==> config.mk <==
export PLATFORM = sky130hd
export DESIGN_NAME = dvd_mod
export DESIGN_NICKNAME = d
export VERILOG_FILES = /design/src/hw/rtl/duplicate_value_detector_top_defines.svh /design/src/hw/rtl/dvd_pkg.sv /design/src/hw/rtl/dvd_mod.sv
export SDC_FILE = /design/constraint.sdc
export NUM_CORES = 1
export LEC_CHECK = 0
export ABC_AREA = 1
export BUFFER_PORTS_ARGS = -buffer_cell sky130_fd_sc_hd__buf_2
export CAP_MARGIN = 0
export CORE_MARGIN = 1
export CORE_UTILIZATION = 45
export CTS_BUF_LIST = sky130_fd_sc_hd__clkbuf_4
export DETAILED_ROUTE_END_ITERATION = 6
export PLACE_DENSITY = 0.67
export RECOVER_POWER = 25
export SLEW_MARGIN = 15
export SYNTH_ARGS = -nofsm -noshare
export SYNTH_HDL_FRONTEND = slang
export SYNTH_SLANG_ARGS = --single-unit
==> constraint.sdc <==
create_clock -name clk -period 6.3 [get_ports clk]
set_input_delay 0.315 -clock clk [delete_from_list [all_inputs] [get_ports clk]]
set_output_delay 0.315 -clock clk [all_outputs]
set_load 0.02 [all_outputs]
==> src/hw/rtl/duplicate_value_detector_top_defines.svh <==
// assertion macros used by duplicate_value_detector_top
`ifndef DUPLICATE_VALUE_DETECTOR_TOP_DEFINES_SVH
`define DUPLICATE_VALUE_DETECTOR_TOP_DEFINES_SVH

`ifndef NO_ASSERTIONS
`define DVD_ASSERT(label, clk, rst, ante, cons) \
  label: assert property (@(posedge clk) disable iff (rst) (ante) |-> (cons)) \
    else $error("dvd: same-cycle check failed");
`define DVD_ASSERT_NEXT(label, clk, rst, ante, cons) \
  label: assert property (@(posedge clk) disable iff (rst) (ante) |=> (cons)) \
    else $error("dvd: next-cycle check failed");
`else
`define DVD_ASSERT(label, clk, rst, ante, cons)
`define DVD_ASSERT_NEXT(label, clk, rst, ante, cons)
`endif

`endif

==> src/hw/rtl/dvd_pkg.sv <==
package dvd_pkg;

  localparam int DATA_W = 32;

  // remainder unit: bits of the dividend retired per cycle
  localparam int MOD_STEP = 4;
  localparam int MOD_ITERS = DATA_W / MOD_STEP;
  localparam int MOD_CNT_W = $clog2(MOD_ITERS);

  // set generation tag kept with each bucket row
  localparam int EPOCH_W = 8;

  // configuration port
  localparam int APB_ADDR_W = 3;
  localparam int APB_DATA_W = 32;
  localparam int BIU_W = 9;
  localparam logic [BIU_W-1:0] BIU_RESET = 9'd256;
  localparam logic REG_BUCKETS_IN_USE = 1'b0;

  typedef struct packed {
    logic signed [DATA_W-1:0] value;
    logic                     last;
  } item_t;

  typedef struct packed {
    logic seen_before;
    logic any_duplicate;
    logic bucket_full;
    logic end_of_set;
  } result_t;

endpackage

==> src/hw/rtl/dvd_mod.sv <==
module dvd_mod #(
  parameter int DIV_W = 9
) (
  input  logic                      clk,
  input  logic                      rst,
  input  logic                      start,
  input  logic [dvd_pkg::DATA_W-1:0] dividend,
  input  logic [DIV_W-1:0]          divisor,
  output logic                      done,
  output logic [DIV_W-1:0]          rem
);

  logic                         busy;
  logic [dvd_pkg::MOD_CNT_W-1:0] cnt;
  logic [dvd_pkg::DATA_W-1:0]   shf;
  logic [DIV_W-1:0]             div_q;
  logic [DIV_W-1:0]             rem_next;
  logic [DIV_W:0]               part;

  // restoring remainder, several dividend bits per cycle, msb first
  always_comb begin
    part = {1'b0, rem};
    for (int i = 0; i < dvd_pkg::MOD_STEP; i++) begin
      part = {part[DIV_W-1:0], shf[dvd_pkg::DATA_W-1-i]};
      if (part >= {1'b0, div_q}) begin
        part = part - {1'b0, div_q};
      end
    end
    rem_next = part[DIV_W-1:0];
  end

  always_ff @(posedge clk) begin
    if (rst) begin
      busy <= 1'b0;
      done <= 1'b0;
      cnt  <= '0;
    end else begin
      done <= 1'b0;
      if (start) begin
        busy <= 1'b1;
        cnt  <= '0;
      end else if (busy) begin
        cnt <= cnt + 1'b1;
        if (cnt == dvd_pkg::MOD_CNT_W'(dvd_pkg::MOD_ITERS - 1)) begin
          busy <= 1'b0;
          done <= 1'b1;
        end
      end
    end
  end

  always_ff @(posedge clk) begin
    if (start) begin
      shf   <= dividend;
      rem   <= '0;
      div_q <= divisor;
    end else if (busy) begin
      shf <= shf << dvd_pkg::MOD_STEP;
      rem <= rem_next;
    end
  end

endmodule

==> run metrics, run 1 <==
status finished with violations; failing checks negative setup slack; Site Rows 35; Die Ht 100.6 um; worst r2r path cells 49; vias per cell 5.097; die area 10120 um2; CTS HTree Levels 2; Detailed Route Iter0 Violations 278; worst hold slack 0.09167 ns; Die W 100.6 um; routed len/inst 15.02 um; worst skew pair latency 0.38 ns; core area 9328 um2; Yosys reg bits 55; Finished Core Util 0.6805; Max clock buf depth 2; Hold Crit Start rst; Hold Crit Class in2reg; Crit Path Class reg2reg; highest-delay cell along the critical path edfxtp_1; Inserted Diodes 0; reg-to-reg slack, setup -0.10 ns; Buf+Inv Stages, Crit Path 11; Max stage delay on crit path 0.42 ns; Post-synth EDFFs 41; Final nets 830; Final Max Slew Viols 0; period utilization 1.016; Reg clk slew, reported paths 0.16 ns; worst slew pin tran 0.7990 ns; ANT nets after route 0; Max Freq 156.2 MHz; most common cell after layout, fill and taps aside nand2_1; most frequent cells in the layout nand2_1 (194), buf_4 (106), inv_1 (57); Min Clock Period, post-route 6.403 ns; layout cells sized above 1 0.4228; Setup crit end rem[6]; CTS tree yes; Worst setup SP type flop; most used cell, CP nand2_2; synthesized area 4373 um2; RSZ-0062 raised after global routing yes; final setup fails 9; syn_nets 660; clk_skew 0.01974 ns; Worst R2R Start shf[31]; # IOs 54; GRT Total Usage 0.2458; crit path DAT 6.72 ns; gpl congestion 1.003; Setup TNS -0.7014 ns; drt pass-1 iters 5; CTS Sinks 55; Critical Path Fanout Max 6; dpl ws -0.5523 ns; Reg2Reg Capture Point rem[6]; logic depth of the worst path, buffers included 49; share of the yosys chip area belonging to registers 0.3456; aggregate global routing overflow 0; most used flip-flop cell after synthesis edfxtp_1; CTS Buf Count 5; post-DP HPWL 9230 um; library cells used by synthesis 41; # DRC 0; CP Launch Point shf[31]; post-synthesis cell count 574; setup slack after layout -0.1034 ns; CTS Hold Bufs 0; vias post-DR 4455; Req. time, crit path 6.62 ns; global-route wire length before repair 19410 um; headroom to the max-slew limit 0.4668; routed wire length 13130 um; Initial Util 0.4688; vias in the first global route 4257; initial antenna violation count 0; Max Cap Viol 0; Hold Vio Cnt, Final 0; Yosys warning count 0; Port Buffer Count 53; FFs w/ async S/R, synth 0; largest net degree at the start of global routing 46; P&R area growth vs syn 45.15%; CP top delay family simple AND/OR/NAND/NOR gates; clock root cell clkbuf_4; crit end category flop; syn avg cell area 7.618 um2
Yosys cell counts (all sizes together), types with 7 or more instances:
cell type,instances,share of area
xor2,16,0.032
nand2,231,0.21
edfxtp,41,0.28
nand3,37,0.054
a21oi,22,0.034
nor2,21,0.023
dfxtp,14,0.064
inv,78,0.067
ha,38,0.11
nor3,7,0.0092
nand4,9,0.013
xnor2,9,0.018
clkbuf,8,0.0069
o21ai,17,0.022
kinds of logic (layout without fill, tap and decap cells):
kind of cell,Yosys count,in the layout,share of synthesized area
XOR/XNOR,25,25,0.05007
buffers and inverters,90,258,0.08097
AO/OA/AOI/OAI,51,51,0.07554
adder cells (fa/ha/maj),42,42,0.1270
flip-flops,55,55,0.3456
AND/OR/NAND/NOR,311,314,0.3207
worst register-to-register path, delay by kind of cell, from the launching register on:
kind                     cells  cell delay (ns)
buffers and inverters       11             0.91
adder cells (fa/ha/maj)      5             1.46
flip-flops                   1             0.42
AO/OA/AOI/OAI                8             1.25
AND/OR/NAND/NOR             25             2.32
worst min-delay path by stage:
stage               end  cells after the start
6_report           busy                      2
5_1_grt        div_q[5]                      1
4_1_cts            busy                      2
3_5_place_dp     cnt[1]                      2
3_3_place_gp     cnt[2]                      2
2_1_floorplan      busy                      1
routing by layer:
layer | part of all wire | global-route usage | wire length, um
met1 | 0.42 | 0.3149 | 5512
met2 | 0.48 | 0.4283 | 6359
met3 | 0.062 | 0.03190 | 818
met4 | 0.033 | 0.08138 | 437
met5 | 0 | 0 | 0
timing repair:
action / in CTS / in global routing
buffers inserted: 14 / 19
cloned: 2 / 1
setup endpoints to repair: 9 / 9
gates resized for setup: 43 / 93
pin swaps: 20 / 45
hold endpoints to repair: 0 / 0
cell type report:
class	instances	area, um2
Multi-Input combinational cell	432	3102
Timing Repair Buffer	172	1207
Sequential cell	55	1511
Tap cell	129	161.4
Clock inverter	3	22.52
Clock buffer	5	37.54
Inverter	78	305.3
Fill cell	711	2980
per-stage QoR:
stage | instances | instance area [um2]
after floorplan | 574 | 4378
after global placement | 830 | 5389
after detailed placement | 830 | 5389
after CTS | 854 | 5814
after global routing | 874 | 6347
final | 874 | 6347
registers in the layout, summed over array words and instances, names as in the netlist:
register,count
shf,32
div_q,9
rem,9
cnt,3
busy,1
done,1
Power of run 1 is not shown: default switching activity piles up to over one toggle a cycle in this logic, so the estimate is an artifact.
==> run 2: changes to the inputs <==
--- a/config.mk
+++ b/config.mk
@@ -8,6 +8,7 @@
 export ABC_AREA = 1
 export BUFFER_PORTS_ARGS = -buffer_cell sky130_fd_sc_hd__buf_2
 export CAP_MARGIN = 0
+export CORE_ASPECT_RATIO = 1.75
 export CORE_MARGIN = 1
 export CORE_UTILIZATION = 45
 export CTS_BUF_LIST = sky130_fd_sc_hd__clkbuf_4
==> run metrics, run 2 (synthesis results as in run 1) <==
Final Max Slew Viols 0 (unchanged); Layout Cells excl Fill 852 (-2.5%); Reg2Reg Capture Point rem[6]; layout cells sized above 1 0.3986 (-0.02419); aggregate global routing overflow 0 (unchanged); ANT nets after route 0 (unchanged); most used cell, CP nand2_2; clk_skew 0.02036 ns (+0.0006188 ns); Final nets 815 (-1.8%); CTS tree yes; Site Rows 47 (+34%); # IOs 54 (unchanged); worst r2r path cells 41 (-16%); Detailed Route Iter0 Violations 207 (-26%); status finished with violations; Max clock buf depth 2 (unchanged); Worst setup SP type flop; Largest regs shf (32), div_q (9), rem (9); Req. time, crit path 6.62 ns (about the same); P&R area growth vs syn 42.00%; failing checks negative setup slack; Initial Util 0.4619 (-0.006939); period utilization 1.022 (+0.005426); hold depth 2 (unchanged); reg-to-reg slack, setup -0.14 ns (-0.03 ns); vias per cell 5.353 (+5.0%); Hold Crit Class in2reg; worst skew pair latency 0.40 ns (+0.02 ns); die area 10130 um2 (+0.15%); Reg clk slew, reported paths 0.18 ns (+0.02 ns); Max Cap Viol 0 (unchanged); Die W 76.52 um (-24%); post-DP HPWL 10330 um (+12%); Hold Vio Cnt, Final 0 (unchanged); vias in the first global route 4224 (-0.78%); Crit Path Class reg2reg; gpl congestion 0.9862 (-1.7%); core area 9468 um2 (+1.5%); routed wire length 14310 um (+9.0%); final setup fails 9 (unchanged); CTS HTree Levels 2 (unchanged); highest-delay cell along the critical path xnor2_1; CTS Buf Count 5 (unchanged); number of flip-flops under the largest register name 32 (unchanged); GRT Total Usage 0.2550 (+0.009249); drt pass-1 iters 4 (-1); global-route wire length before repair 19960 um (+2.8%); initial antenna violation count 0 (unchanged); Inserted Diodes 0 (unchanged); routed len/inst 16.80 um (+12%); most frequent cells in the layout nand2_1 (197), buf_4 (100), inv_1 (61); most common cell after layout, fill and taps aside nand2_1; RSZ-0062 raised after global routing yes; placed cell count 817 (-1.6%); # DRC 0 (unchanged); clock root cell clkbuf_4; crit end category flop; Setup TNS -1.111 ns (-0.4093 ns); Worst R2R Start shf[31]; setup slack after layout -0.1376 ns (-0.03418 ns); worst slew pin tran 0.8439 ns (+0.04488 ns); largest net degree at the start of global routing 46 (unchanged); Max stage delay on crit path 0.46 ns (+0.04 ns); Critical Path Fanout Max 8 (+2); vias post-DR 4561 (+2.4%); WHS Endpoint busy; Max Freq 155.3 MHz (-0.53%); Biggest register shf; CTS Sinks 55 (unchanged); headroom to the max-slew limit 0.4353 (-0.03141); crit path DAT 6.76 ns (+0.04 ns); Die Ht 132.4 um (+32%); Min Clock Period, post-route 6.438 ns (+0.03418 ns); Hold Crit Start rst; Port Buffer Count 53 (unchanged)
-- run 2: area by class of cell --
cell class,count,area [um2]
fill,776,3258
clock buffer,5,37.54
timing repair buffer,157,1060
inverter,78,305.3
timing repair inverter,1,8.758
clock inverter,3,22.52
multi-input combinational,431,3112
tap,122,152.6
sequential,55,1511
-- run 2: what timing repair did --
| item | CTS | global route |
|---|---|---|
| gates cloned | 1 | 2 |
| gates resized for setup | 20 | 103 |
| endpoints found under the setup margin | 9 | 9 |
| pin swaps | 5 | 44 |
| setup buffers | 3 | 21 |
| hold buffers | 0 | 0 |
-- run 2: metrics by stage --
step / util / hold slack (ns) / instance area (um2) / worst slack (ns)
after CTS: 0.5815 / 0.06531 / 5505 / 0.002748
final: 0.6559 / 0.08589 / 6210 / -0.1376
after global routing: 0.6559 / 0.06888 / 6210 / -0.4481
after floorplan: - / 0.3935 / 4378 / 0.02902
after detailed placement: 0.5635 / 0.4607 / 5335 / -0.3087
after global placement: 0.5635 / 0.4526 / 5335 / -0.1488
-- run 2: worst max path at each step --
| stage | from | end | slack (ns) | cells after the start |
|---|---|---|---|---|
| 2_1_floorplan | shf[31] | rem[1] | 0.03 | 45 |
| 3_3_place_gp | div_q[3] | rem[7] | -0.15 | 46 |
| 3_5_place_dp | shf[31] | rem[5] | -0.31 | 40 |
| 4_1_cts | shf[31] | rem[5] | 0.003 | 40 |
| 5_1_grt | shf[31] | rem[3] | -0.45 | 40 |
| 6_report | shf[31] | rem[6] | -0.14 | 41 |
-- run 2: worst max-delay path, delay by kind of cell, from the launching register on --
kind | cells | cell delay (ns)
flops | 1 | 0.43
compound gates | 7 | 1.25
xor+xnor | 1 | 0.46
buf+inv | 9 | 0.84
simple gates | 19 | 1.90
fa+ha+maj | 5 | 1.46
-- run 2: routing by layer --
| layer | wire [um] | up-vias | part of all wire | track usage |
|---|---|---|---|---|
| met5 | 0 | - | 0 | 0 |
| met1 | 4828 | 2121 | 0.34 | 0.2364 |
| met4 | 1481 | 0 | 0.10 | 0.2361 |
| met3 | 525 | 93 | 0.037 | 0.02768 |
| met2 | 7478 | 185 | 0.52 | 0.4750 |
| li1 | - | 2162 | - | - |
Power of run 2 is left out for the same reason.
==> run 3: changes to the inputs <==
--- a/config.mk
+++ b/config.mk
@@ -8,7 +8,7 @@
 export ABC_AREA = 1
 export BUFFER_PORTS_ARGS = -buffer_cell sky130_fd_sc_hd__buf_2
 export CAP_MARGIN = 0
-export CORE_ASPECT_RATIO = 1.75
+export CORE_ASPECT_RATIO = 0.6
 export CORE_MARGIN = 1
 export CORE_UTILIZATION = 45
 export CTS_BUF_LIST = sky130_fd_sc_hd__clkbuf_4
==> run metrics, run 3 (synthesis results as in run 1) <==
status finished with violations; failing checks negative setup slack; Setup crit end rem[2]; CP top delay family simple AND/OR/NAND/NOR gates; Max stage delay on crit path 0.45 ns (about the same); Initial Util 0.4707 (+0.008833); Buf+Inv Stages, Crit Path 6 (-3); Detailed Route Iter0 Violations 431 (+110%); aggregate global routing overflow 0 (unchanged); most frequent cells in the layout nand2_1 (200), buf_4 (123), inv_1 (64); setup slack after layout -0.02405 ns (+0.1136 ns); multi-input logic area 3148 um2 (+1.2%); # IOs 54 (unchanged); CTS HTree Levels 2 (unchanged); clk_skew 0.01660 ns (-0.003761 ns); final setup fails 1 (-8); Hold Vio Cnt, Final 0 (unchanged); drt pass-1 iters 5 (+1); post-DP HPWL 9832 um (-4.8%); RSZ-0062 raised after global routing yes; P&R area growth vs syn 47.18%; logic depth of the worst path, buffers included 38 (-7.3%); Inserted Diodes 0 (unchanged); CP Launch Point div_q[1]; global-route wire length before repair 20160 um (+1.0%); worst slew pin tran 0.8756 ns (+0.03168 ns); Max Cap Viol 0 (unchanged); Largest regs shf (32), div_q (9), rem (9); clock root cell clkbuf_4; Critical Path Fanout Max 8 (unchanged); highest-delay cell along the critical path edfxtp_1; Crit Path Class reg2reg; dpl ws -0.3257 ns (-0.01704 ns); worst skew pair latency 0.39 ns (about the same); CTS tree yes; Hold Crit Class in2reg; Port Buffer Count 53 (unchanged); Max Freq 158.1 MHz (+1.8%); # DRC 0 (unchanged); largest net degree at the start of global routing 46 (unchanged); crit end category flop; Req. time, crit path 6.58 ns (-0.04 ns); routed len/inst 15.68 um (-6.7%); number of flip-flops under the largest register name 32 (unchanged); most common cell after layout, fill and taps aside nand2_1; vias in the first global route 4217 (-0.17%); headroom to the max-slew limit 0.4141 (-0.02120); reg-to-reg slack, setup -0.02 ns (+0.11 ns); # fillers 688 (-11%); CTS Buf Count 5 (unchanged); Min Clock Period, post-route 6.324 ns (-0.1136 ns); Die W 129.3 um (+69%); Final Max Slew Viols 0 (unchanged); vias post-DR 4616 (+1.2%); crit path DAT 6.61 ns (-0.15 ns); Reg clk slew, reported paths 0.17 ns (about the same); core area 9290 um2 (-1.9%); initial antenna violation count 0 (unchanged); CTS Sinks 55 (unchanged); Register Area 1511 um2 (unchanged); Worst setup SP type flop; worst r2r path cells 38 (-7.3%); die area 10130 um2 (about the same); Die Ht 78.36 um (-41%); vias per cell 5.234 (-2.2%); routed wire length 13830 um (-3.4%); Final nets 837 (+2.7%); gpl congestion 0.9592 (-2.7%); Worst R2R Start div_q[1]; Site Rows 27 (-43%); GRT Total Usage 0.2594 (+0.004415); layout cells sized above 1 0.4229 (+0.02424); Max clock buf depth 2 (unchanged); Biggest register shf; period utilization 1.004 (-0.01802); Reg2Reg Capture Point rem[2]; ANT nets after route 0 (unchanged)
[run 3: how the worst min path moves through the flow]
stage / start / endpoint / slack (ns) / cells past startpoint
floorplan: rst / busy / 0.39 / 1
global placement: cnt[2] / cnt[2] / 0.45 / 2
detailed placement: cnt[1] / cnt[1] / 0.47 / 2
CTS: rst / busy / 0.07 / 2
global route: divisor[8] / div_q[8] / 0.05 / 1
finish: rst / busy / 0.08 / 2
[run 3: routing by layer]
| layer | vias up | wire (um) | global-route usage | part of all wire |
|---|---|---|---|---|
| met5 | - | 0 | 0 | 0 |
| met4 | 0 | 248 | 0.05765 | 0.018 |
| met3 | 36 | 1188 | 0.05181 | 0.086 |
| met2 | 207 | 6280 | 0.4043 | 0.45 |
| met1 | 2171 | 6114 | 0.3690 | 0.44 |
| li1 | 2202 | - | - | - |
[run 3: final cells by class]
type	count	share of cell area
Clock buffer	5	0.005832
Clock inverter	3	0.003499
Inverter	78	0.04782
Multi-Input combinational cell	431	0.4891
Sequential cell	55	0.2348
Tap cell	130	0.02527
Timing Repair Buffer	180	0.1936
[run 3: per-stage QoR]
step	util	hold slack [ns]	instances	cell area, um2	TNS (ns)
floorplan	-	0.3935	574	4378	0
global placement	0.5896	0.4516	841	5478	0
detailed placement	0.5896	0.4685	841	5478	-2.557
CTS	0.6193	0.07110	860	5753	0
global route	0.6928	0.05482	882	6436	-2.609
finish	0.6928	0.08078	882	6436	-0.02405
[run 3: what timing repair did]
action | CTS | global route
gates cloned | 1 | 1
endpoints found under the setup margin | 9 | 9
hold buffers | 0 | 0
buffers inserted | 10 | 21
pin swaps | 18 | 55
gates resized for setup | 29 | 98
Power of run 3 is left out for the same reason.
